[config.mk]
export PLATFORM = sky130hd
export DESIGN_NAME = sort_classifier_stepper_positioner
export DESIGN_NICKNAME = d
export VERILOG_FILES = /design/src/rtl/scsp_pkg.sv /design/src/rtl/scsp_ramp.sv /design/src/rtl/sort_classifier_stepper_positioner.sv
export VERILOG_INCLUDE_DIRS = /design/src /design/src/rtl
export SDC_FILE = /design/constraint.sdc
export NUM_CORES = 1
export LEC_CHECK = 0
export BUFFER_PORTS_ARGS = -buffer_cell sky130_fd_sc_hd__buf_2
export CAP_MARGIN = 20
export CORE_ASPECT_RATIO = 0.5
export CORE_MARGIN = 5
export CORE_UTILIZATION = 44
export DETAILED_ROUTE_END_ITERATION = 6
export PLACE_DENSITY = 0.65
export SYNTH_ARGS = -nofsm -noshare
export SYNTH_HDL_FRONTEND = slang
export SYNTH_HIERARCHICAL = 1
export SYNTH_SLANG_ARGS = --single-unit
export TNS_END_PERCENT = 5
[constraint.sdc]
create_clock -name aclk -period 10.5 [get_ports aclk]
set_clock_uncertainty 0.1 [all_clocks]
set_input_delay 2.1 -clock aclk [delete_from_list [all_inputs] [get_ports aclk]]
set_output_delay 2.1 -clock aclk [all_outputs]
set_load 0.02 [all_outputs]
[src/rtl/assert_macros.svh]
// ----------------------------------------------------------------------------
// assert_macros
// Concurrent assertion shorthands for the rtl folder
// ----------------------------------------------------------------------------
`ifndef ASSERT_MACROS_SVH
`define ASSERT_MACROS_SVH

// same-cycle implication, checked out of reset
`define ASSERT_IMPLIES(label, clk, rstn, ante, cons) \
    label: assert property (@(posedge clk) disable iff (!(rstn)) (ante) |-> (cons)) \
        else $error("assertion failed");

// next-cycle implication, checked out of reset
`define ASSERT_NEXT(label, clk, rstn, ante, cons) \
    label: assert property (@(posedge clk) disable iff (!(rstn)) (ante) |=> (cons)) \
        else $error("assertion failed");

`endif

[src/rtl/scsp_pkg.sv]
`timescale 1ns / 1ps
// ----------------------------------------------------------------------------
// scsp_pkg
// Shared types, constants and tables of the sorting classifier positioner
// ----------------------------------------------------------------------------
package scsp_pkg;

    localparam int QUARTER_STEPS = 50;

    localparam int DATA_W  = 10;
    localparam int STEP_W  = 7;
    localparam int WAIT_W  = 6;
    localparam int BASE_W  = 5;
    localparam int EXTRA_W = 4;
    localparam int INDEX_W = 8;

    localparam logic [STEP_W-1:0] STEPS_ONE = STEP_W'(QUARTER_STEPS);
    localparam logic [STEP_W-1:0] STEPS_TWO = STEP_W'(2 * QUARTER_STEPS);

    localparam logic [DATA_W-1:0] MIN_RESET = '1;

    // part classes, also the bin numbers
    localparam logic [1:0] CLASS_BLACK    = 2'd0;
    localparam logic [1:0] CLASS_ALUMINUM = 2'd1;
    localparam logic [1:0] CLASS_WHITE    = 2'd2;
    localparam logic [1:0] CLASS_STEEL    = 2'd3;

    // bin distance codes
    localparam logic [1:0] DIST_NONE = 2'd0;
    localparam logic [1:0] DIST_HALF = 2'd2;
    localparam logic [1:0] DIST_BACK = 2'd3;

    // item kinds
    localparam logic MODE_SAMPLE = 1'b0;
    localparam logic MODE_TICK   = 1'b1;

    // register indexes
    localparam logic [INDEX_W-1:0] REG_STEEL_THRESHOLD = 8'd0;
    localparam logic [INDEX_W-1:0] REG_WHITE_THRESHOLD = 8'd1;
    localparam logic [INDEX_W-1:0] REG_BLACK_THRESHOLD = 8'd2;
    localparam logic [INDEX_W-1:0] REG_BASE_STEP_DELAY = 8'd3;

    typedef struct packed {
        logic [STEP_W-1:0] idx;
        logic [STEP_W-1:0] total;
        logic              ccw;
    } step_plan_t;

    function automatic logic [WAIT_W-1:0] coil_of(input logic [1:0] phase);
        logic [WAIT_W-1:0] pat;
        case (phase)
            2'd0:    pat = 6'h36;
            2'd1:    pat = 6'h2E;
            2'd2:    pat = 6'h2D;
            default: pat = 6'h35;
        endcase
        return pat;
    endfunction

    function automatic logic [EXTRA_W-1:0] ramp_fwd(input logic [STEP_W-1:0] d);
        logic [EXTRA_W-1:0] e;
        case (d)
            7'd0:    e = 4'd14;
            7'd1:    e = 4'd13;
            7'd2:    e = 4'd12;
            7'd3:    e = 4'd11;
            7'd4:    e = 4'd9;
            7'd5:    e = 4'd7;
            7'd6:    e = 4'd4;
            default: e = 4'd0;
        endcase
        return e;
    endfunction

    function automatic logic [EXTRA_W-1:0] ramp_back(input logic [STEP_W-1:0] d);
        logic [EXTRA_W-1:0] e;
        case (d)
            7'd0:    e = 4'd14;
            7'd1:    e = 4'd13;
            7'd2:    e = 4'd12;
            7'd3:    e = 4'd11;
            7'd4:    e = 4'd9;
            7'd5:    e = 4'd7;
            7'd6:    e = 4'd5;
            7'd7:    e = 4'd3;
            7'd8:    e = 4'd1;
            default: e = 4'd0;
        endcase
        return e;
    endfunction

    function automatic logic [1:0] classify(
        input logic [DATA_W-1:0] value,
        input logic [DATA_W-1:0] steel_th,
        input logic [DATA_W-1:0] white_th,
        input logic [DATA_W-1:0] black_th
    );
        logic [1:0] cls;
        if (value < steel_th) begin
            cls = CLASS_ALUMINUM;
        end else if (value < white_th) begin
            cls = CLASS_STEEL;
        end else if (value < black_th) begin
            cls = CLASS_WHITE;
        end else begin
            cls = CLASS_BLACK;
        end
        return cls;
    endfunction

endpackage

[src/rtl/scsp_ramp.sv]
`timescale 1ns / 1ps
// ----------------------------------------------------------------------------
// scsp_ramp
// Step wait time: base delay plus the symmetric accel/decel ramp extra
// ----------------------------------------------------------------------------
module scsp_ramp
    import scsp_pkg::*;
(
    input  step_plan_t        plan,
    input  logic [BASE_W-1:0] base_delay,
    output logic [WAIT_W-1:0] wait_ms
);

    logic [STEP_W-1:0]  from_end;
    logic [STEP_W-1:0]  ramp_pos;
    logic [EXTRA_W-1:0] extra;

    // distance to the nearer end of the move
    always_comb begin
        from_end = plan.total - plan.idx - STEP_W'(1);
        ramp_pos = plan.idx;
        if (plan.idx < plan.total && from_end < plan.idx) begin
            ramp_pos = from_end;
        end
        extra   = plan.ccw ? ramp_back(ramp_pos) : ramp_fwd(ramp_pos);
        wait_ms = WAIT_W'(base_delay) + WAIT_W'(extra);
    end

endmodule

[src/rtl/sort_classifier_stepper_positioner.sv]
`timescale 1ns / 1ps
// output: a result is registered into the output register when its transaction is accepted
// throughput: one transaction per cycle while s_ready is high; the state update is a single pass of
//   compare, classify and ramp lookup between the state and output registers
// reset: aresetn synchronous active low; state and registers take their
//   default values, the output register empties
// ----------------------------------------------------------------------------
// sort_classifier_stepper_positioner
// Reflectance sorter that classifies parts and steps a four-bin rotary chute
// ----------------------------------------------------------------------------
`include "assert_macros.svh"

module sort_classifier_stepper_positioner
    import scsp_pkg::*;
(
    input  logic               aclk,
    input  logic               aresetn,

    input  logic               cfg_valid,
    output logic               cfg_ready,
    input  logic [INDEX_W-1:0] cfg_index,
    input  logic [DATA_W-1:0]  cfg_data,

    input  logic               s_valid,
    output logic               s_ready,
    input  logic               s_mode,
    input  logic [DATA_W-1:0]  s_sample,
    input  logic               s_window_open,

    output logic               m_valid,
    input  logic               m_ready,
    output logic [WAIT_W-1:0]  m_coil_pattern,
    output logic               m_busy_res,
    output logic [1:0]         m_part_class,
    output logic               m_class_valid,
    output logic [1:0]         m_chute_bin,
    output logic               m_move_done,
    output logic [DATA_W-1:0]  m_min_reading
);

    logic [DATA_W-1:0] steel_th_reg, white_th_reg, black_th_reg;
    logic [BASE_W-1:0] base_delay_reg;

    logic [DATA_W-1:0] running_min_reg, running_min_next;
    logic [1:0]        bin_position_reg, bin_position_next;
    logic [1:0]        target_bin_reg, target_bin_next;
    logic [1:0]        phase_reg, phase_next;
    logic [STEP_W-1:0] step_count_reg, step_count_next;
    logic [STEP_W-1:0] step_total_reg, step_total_next;
    logic              turn_ccw_reg, turn_ccw_next;
    logic [WAIT_W-1:0] wait_ms_reg, wait_ms_next;
    logic              moving_reg, moving_next;
    logic [WAIT_W-1:0] coil_reg, coil_next;
    logic [1:0]        last_class_reg, last_class_next;

    logic              out_valid_reg;
    logic [WAIT_W-1:0] out_coil_reg;
    logic              out_busy_reg;
    logic [1:0]        out_class_reg;
    logic              out_class_valid_reg;
    logic [1:0]        out_bin_reg;
    logic              out_done_reg;
    logic [DATA_W-1:0] out_min_reg;

    logic              accept;
    logic              is_sample, closing, start;
    logic [DATA_W-1:0] min_upd;
    logic [1:0]        cls;
    logic [1:0]        bin_gap;
    logic [STEP_W-1:0] step_inc;
    logic [STEP_W-1:0] total_for_gap;
    step_plan_t        plan;
    logic [WAIT_W-1:0] ramp_wait;
    logic              cls_valid, done, step_go;
    logic [DATA_W-1:0] min_out;

    assign cfg_ready = 1'b1;
    assign s_ready   = !out_valid_reg || m_ready;
    assign accept    = s_valid && s_ready;

    // sample path and classification
    always_comb begin
        is_sample     = (s_mode == MODE_SAMPLE) && !moving_reg;
        closing       = is_sample && !s_window_open;
        min_upd       = (s_sample < running_min_reg) ? s_sample : running_min_reg;
        cls           = classify(min_upd, steel_th_reg, white_th_reg, black_th_reg);
        bin_gap       = cls - bin_position_reg;
        start         = closing && (bin_gap != DIST_NONE);
        total_for_gap = (bin_gap == DIST_HALF) ? STEPS_TWO : STEPS_ONE;
        step_inc      = step_count_reg + STEP_W'(1);
    end

    // step the ramp is looked up for: first step of a new move or next step
    always_comb begin
        plan.idx   = start ? '0 : step_inc;
        plan.total = start ? total_for_gap : step_total_reg;
        plan.ccw   = start ? (bin_gap == DIST_BACK) : turn_ccw_reg;
    end

    scsp_ramp u_ramp (
        .plan       (plan),
        .base_delay (base_delay_reg),
        .wait_ms    (ramp_wait)
    );

    always_comb begin
        running_min_next  = running_min_reg;
        bin_position_next = bin_position_reg;
        target_bin_next   = target_bin_reg;
        phase_next        = phase_reg;
        step_count_next   = step_count_reg;
        step_total_next   = step_total_reg;
        turn_ccw_next     = turn_ccw_reg;
        wait_ms_next      = wait_ms_reg;
        moving_next       = moving_reg;
        coil_next         = coil_reg;
        last_class_next   = last_class_reg;
        cls_valid         = 1'b0;
        done              = 1'b0;
        step_go           = 1'b0;
        min_out           = running_min_reg;

        if (is_sample) begin
            running_min_next = min_upd;
            min_out          = min_upd;
            if (closing) begin
                last_class_next  = cls;
                cls_valid        = 1'b1;
                running_min_next = MIN_RESET;
                if (start) begin
                    target_bin_next = cls;
                    turn_ccw_next   = (bin_gap == DIST_BACK);
                    step_total_next = total_for_gap;
                    step_count_next = '0;
                    moving_next     = 1'b1;
                    step_go         = 1'b1;
                end else begin
                    done = 1'b1;
                end
            end
        end else if (s_mode == MODE_TICK && moving_reg) begin
            if (wait_ms_reg > WAIT_W'(1)) begin
                wait_ms_next = wait_ms_reg - WAIT_W'(1);
            end else begin
                wait_ms_next    = '0;
                step_count_next = step_inc;
                if (step_inc >= step_total_reg) begin
                    moving_next       = 1'b0;
                    bin_position_next = target_bin_reg;
                    done              = 1'b1;
                end else begin
                    step_go = 1'b1;
                end
            end
        end

        if (step_go) begin
            phase_next   = turn_ccw_next ? phase_reg - 2'd1 : phase_reg + 2'd1;
            coil_next    = coil_of(phase_next);
            wait_ms_next = ramp_wait;
        end
    end

    always_ff @(posedge aclk) begin
        if (!aresetn) begin
            steel_th_reg   <= DATA_W'(300);
            white_th_reg   <= DATA_W'(800);
            black_th_reg   <= DATA_W'(860);
            base_delay_reg <= BASE_W'(6);
        end else if (cfg_valid && cfg_ready) begin
            case (cfg_index)
                REG_STEEL_THRESHOLD: steel_th_reg   <= cfg_data;
                REG_WHITE_THRESHOLD: white_th_reg   <= cfg_data;
                REG_BLACK_THRESHOLD: black_th_reg   <= cfg_data;
                REG_BASE_STEP_DELAY: base_delay_reg <= cfg_data[BASE_W-1:0];
                default: begin
                end
            endcase
        end
    end

    always_ff @(posedge aclk) begin
        if (!aresetn) begin
            running_min_reg  <= MIN_RESET;
            bin_position_reg <= CLASS_BLACK;
            target_bin_reg   <= CLASS_BLACK;
            phase_reg        <= '0;
            step_count_reg   <= '0;
            step_total_reg   <= '0;
            turn_ccw_reg     <= 1'b0;
            wait_ms_reg      <= '0;
            moving_reg       <= 1'b0;
            coil_reg         <= '0;
            last_class_reg   <= CLASS_BLACK;
        end else if (accept) begin
            running_min_reg  <= running_min_next;
            bin_position_reg <= bin_position_next;
            target_bin_reg   <= target_bin_next;
            phase_reg        <= phase_next;
            step_count_reg   <= step_count_next;
            step_total_reg   <= step_total_next;
            turn_ccw_reg     <= turn_ccw_next;
            wait_ms_reg      <= wait_ms_next;
            moving_reg       <= moving_next;
            coil_reg         <= coil_next;
            last_class_reg   <= last_class_next;
        end
    end

    // result register
    always_ff @(posedge aclk) begin
        if (!aresetn) begin
            out_valid_reg <= 1'b0;
        end else if (accept) begin
            out_valid_reg <= 1'b1;
        end else if (m_ready) begin
            out_valid_reg <= 1'b0;
        end
    end

    always_ff @(posedge aclk) begin
        if (accept) begin
            out_coil_reg        <= coil_next;
            out_busy_reg        <= moving_next;
            out_class_reg       <= last_class_next;
            out_class_valid_reg <= cls_valid;
            out_bin_reg         <= bin_position_next;
            out_done_reg        <= done;
            out_min_reg         <= min_out;
        end
    end

    assign m_valid        = out_valid_reg;
    assign m_coil_pattern = out_coil_reg;
    assign m_busy_res     = out_busy_reg;
    assign m_part_class   = out_class_reg;
    assign m_class_valid  = out_class_valid_reg;
    assign m_chute_bin    = out_bin_reg;
    assign m_move_done    = out_done_reg;
    assign m_min_reading  = out_min_reg;

    // a finished move never reports busy
    `ASSERT_IMPLIES(a_done_not_busy, aclk, aresetn, out_valid_reg && out_done_reg, !out_busy_reg)
    // a running move always has steps left
    `ASSERT_IMPLIES(a_steps_left, aclk, aresetn, moving_reg, step_count_reg < step_total_reg)
    // at rest the chute sits on its last target
    `ASSERT_IMPLIES(a_rest_on_target, aclk, aresetn, !moving_reg, bin_position_reg == target_bin_reg)
    // the move only starts from a classifying transaction
    `ASSERT_NEXT(a_start_classifies, aclk, aresetn, accept && start, out_class_valid_reg && moving_reg)

endmodule

==> impl_results.md <==
- CP Capture Type: flip-flop
- Post-synth top area share: 24.4%
- Clock root buffer: clkbuf_16
- Wire per inst: 15.1 um
- Largest stage delay on the critical path: 0.43 ns
- Clock slew at reported path FFs: 0.07 ns
- Synth Area per Inst: 8.40 um2
- Yosys reg bits: 105
- Worst-skew pair later-pin latency: 0.35 ns
- Via count: 5823
- Synthesized cell area: 0.00674 mm2
- Min Hold Slack: 0.351 ns
- Endpoints failing hold: 0
- Critical path arrival: 10.21 ns
- Most frequent cells in the layout: nand2_1 (118), inv_1 (86), dfxtp_1 (82), a21oi_1 (74), ha_1 (71)
- Hpwl dp: 12.4 mm
- Core Box Area: 0.0152 mm2
- Register area share after synthesis: 34.6%
- Crit path launch type: primary input
- Hold EP: steel_th_reg[4]
- Kind of critical path: in -> reg
- Die Y: 97.5 um
- Vias in the first global route: 5489
- Post-route ant nets: 0
- Hold path start: steel_th_reg[4]
- Rows: 32
- Vias per cell: 5.36
- R2r endpoint: wait_ms_reg[4]
- CP dominant cell by count: a21oi_1
- Slowest-stage cell, CP: a2111o_1
- Run status: completed
- Fmax: 99.1 MHz
- EDFF count, synth: 23
- Clock Sinks: 105
- Cell taking the most area after synthesis: dfxtp_1
- Layout cell share with drive strength beyond 1: 19.1%
- Maxcap violations: 0
- Maximum vdd drop: 0.0816 mV
- Hold Buf Count CTS: 0
- CP required: 10.62 ns
- Fin. max-slew vios: 0
- R2r startpoint: running_min_reg[8]
- Area occupied by registers: 0.00233 mm2
- Yosys warnings: 6
- # diodes: 0
- Mapped Nets: 912
- # IOs: 61
- Die width: 185 um
- Power Dens Cells: 135 mW/mm2
- Area Growth Syn to Fin: 16.1%
- First-pass GRT wire length: 26.9 mm
- WL final: 16.5 mm
- Clk buf depth: 2
- Gr ovfl total: 0
- Slew headroom: 28.2%
- Initial antenna violation count: 1
- Final min period: 10.10 ns
- Distinct cells, synth: 72
- Fill count: 1454
- Max H-tree Level: 3
- Ys flop type: dfxtp_1
- Initial Util: 44.3%
- Crit-path max FO: 8
- Area contributors post-synth: dfxtp_1 (24%), ha_1 (14%), edfxtp_1 (10%)
- Post-layout net count: 989
- Commonest non-fill, non-tap cell in the layout: nand2_1
- Worst Hold Class: reg -> reg
- P_leak: 3.40 nW
- Routability Congestion: 0.890
- TritonCTS Buffers: 9
- Die area: 0.0180 mm2
- CTS tree: built
- First DRT Iteration DRCs: 349
- Synthesized netlist cell count: 802
- I/O Buffers: 59
- DR DRC count: 0
- Worst Max-Slew Pin Slew: 1.08 ns
- Final period utilization: 96.1%
- Largest net degree at the start of global routing: 50
- Post-synth ARST share: 0%
- Hold path cells: 2
- Total power draw: 1.06 mW
- Final setup viols: 0
- Reg2Reg Setup Slack: 1.85 ns
- GRT Resource Usage Total: 18.1%
- Drt pass-1 iters: 4
- Area of the multi-input gates: 0.00405 mm2
- Worst R2R Path Depth: 41
-- worst max-delay path: cells and delay by family --
kind,cells,cell delay [ns]
fa+ha+maj,8,2.51
buf+inv,6,0.67
xor+xnor,2,0.22
mux,1,0.31
compound gates,21,3.87
simple gates,4,0.51
-- worst max path at each step --
stage                start        endpoint  slack, ns  depth (start not counted)
3_5_place_dp   s_sample[8]  wait_ms_reg[4]      -0.24                         40
2_1_floorplan  s_sample[9]  wait_ms_reg[4]       0.04                         40
3_3_place_gp   s_sample[9]  wait_ms_reg[4]       0.06                         40
4_1_cts        s_sample[9]  wait_ms_reg[4]       0.08                         40
6_report       s_sample[7]  wait_ms_reg[4]       0.40                         42
5_1_grt        s_sample[8]  wait_ms_reg[4]      -0.11                         41
-- through the flow --
step,util [%],setup WS (ns),area [um2],cells,setup TNS [ns]
floorplan,-,0.0447,6750,802,0
global placement,48.5,0.0635,7380,1063,0
detailed placement,48.5,-0.236,7380,1063,-0.321
CTS,50.5,0.0762,7680,1078,0
global route,51.4,-0.107,7820,1087,-0.107
finish,51.4,0.405,7820,1087,0
-- final cells by class --
cell class                      instances  area share (%)
Inverter                               87            4.18
Tap cell                              204            3.26
Sequential cell                       105            29.8
Clock inverter                          3           0.288
Clock buffer                           12            3.55
Multi-Input combinational cell        583            51.8
Timing Repair Buffer                   93            7.09
-- layer usage --
layer	GRT usage, %	share of wire (%)	vias to the layer above
li1	-	-	2954
met1	25.0	49	2733
met2	29.0	46	106
met3	3.44	4.0	28
met4	5.19	1.9	2
met5	0	0.061	-
-- where the power goes --
group | internal, mW | switching (mW) | leakage (nW)
sequential | 0.430 | 0.00846 | 0.888
combinational | 0.124 | 0.163 | 2.36
clock | 0.188 | 0.148 | 0.150
total | 0.741 | 0.319 | 3.40
-- repair_timing --
action / CTS / global route
setup buffers: 0 / 8
resized for setup: 0 / 19
hold endpoints to repair: 0 / 0
endpoints found under the setup margin: 0 / 5
-- synth_stat cells (all sizes together) (3+ instances only) --
| master | n |
|---|---|
| inv | 86 |
| nand3b | 3 |
| clkbuf | 21 |
| mux2 | 15 |
| o221ai | 4 |
| o211ai | 17 |
| dfxtp | 82 |
| or2 | 4 |
| nor2 | 59 |
| ha | 73 |
| and3 | 4 |
| xnor2 | 11 |
| and2 | 5 |
| nor4 | 6 |
| a21o | 6 |
| a211oi | 12 |
| nand2 | 119 |
| edfxtp | 23 |
| o21a | 6 |
| a2111oi | 4 |
| mux2i | 14 |
| buf | 6 |
| nand4 | 3 |
| a221oi | 3 |
| o21ai | 40 |
| a31oi | 5 |
| nand2b | 10 |
| a21oi | 84 |
| nor3 | 11 |
| nor2b | 3 |
| o22ai | 10 |
| xor2 | 6 |
| o31ai | 6 |
| nand3 | 14 |
-- cells by family (layout without fill, tap and decap cells) --
| kind of cell | after synthesis | count (layout) | synth area share (%) |
|---|---|---|---|
| simple gates | 249 | 249 | 17.0 |
| buf+inv | 114 | 195 | 6.54 |
| compound gates | 212 | 212 | 20.7 |
| flops | 105 | 105 | 34.6 |
| mux | 29 | 29 | 4.59 |
| other cells | 1 | 1 | 0.0556 |
| xor+xnor | 17 | 17 | 2.32 |
| fa+ha+maj | 75 | 75 | 14.1 |
(Power assumes the default switching activity.)
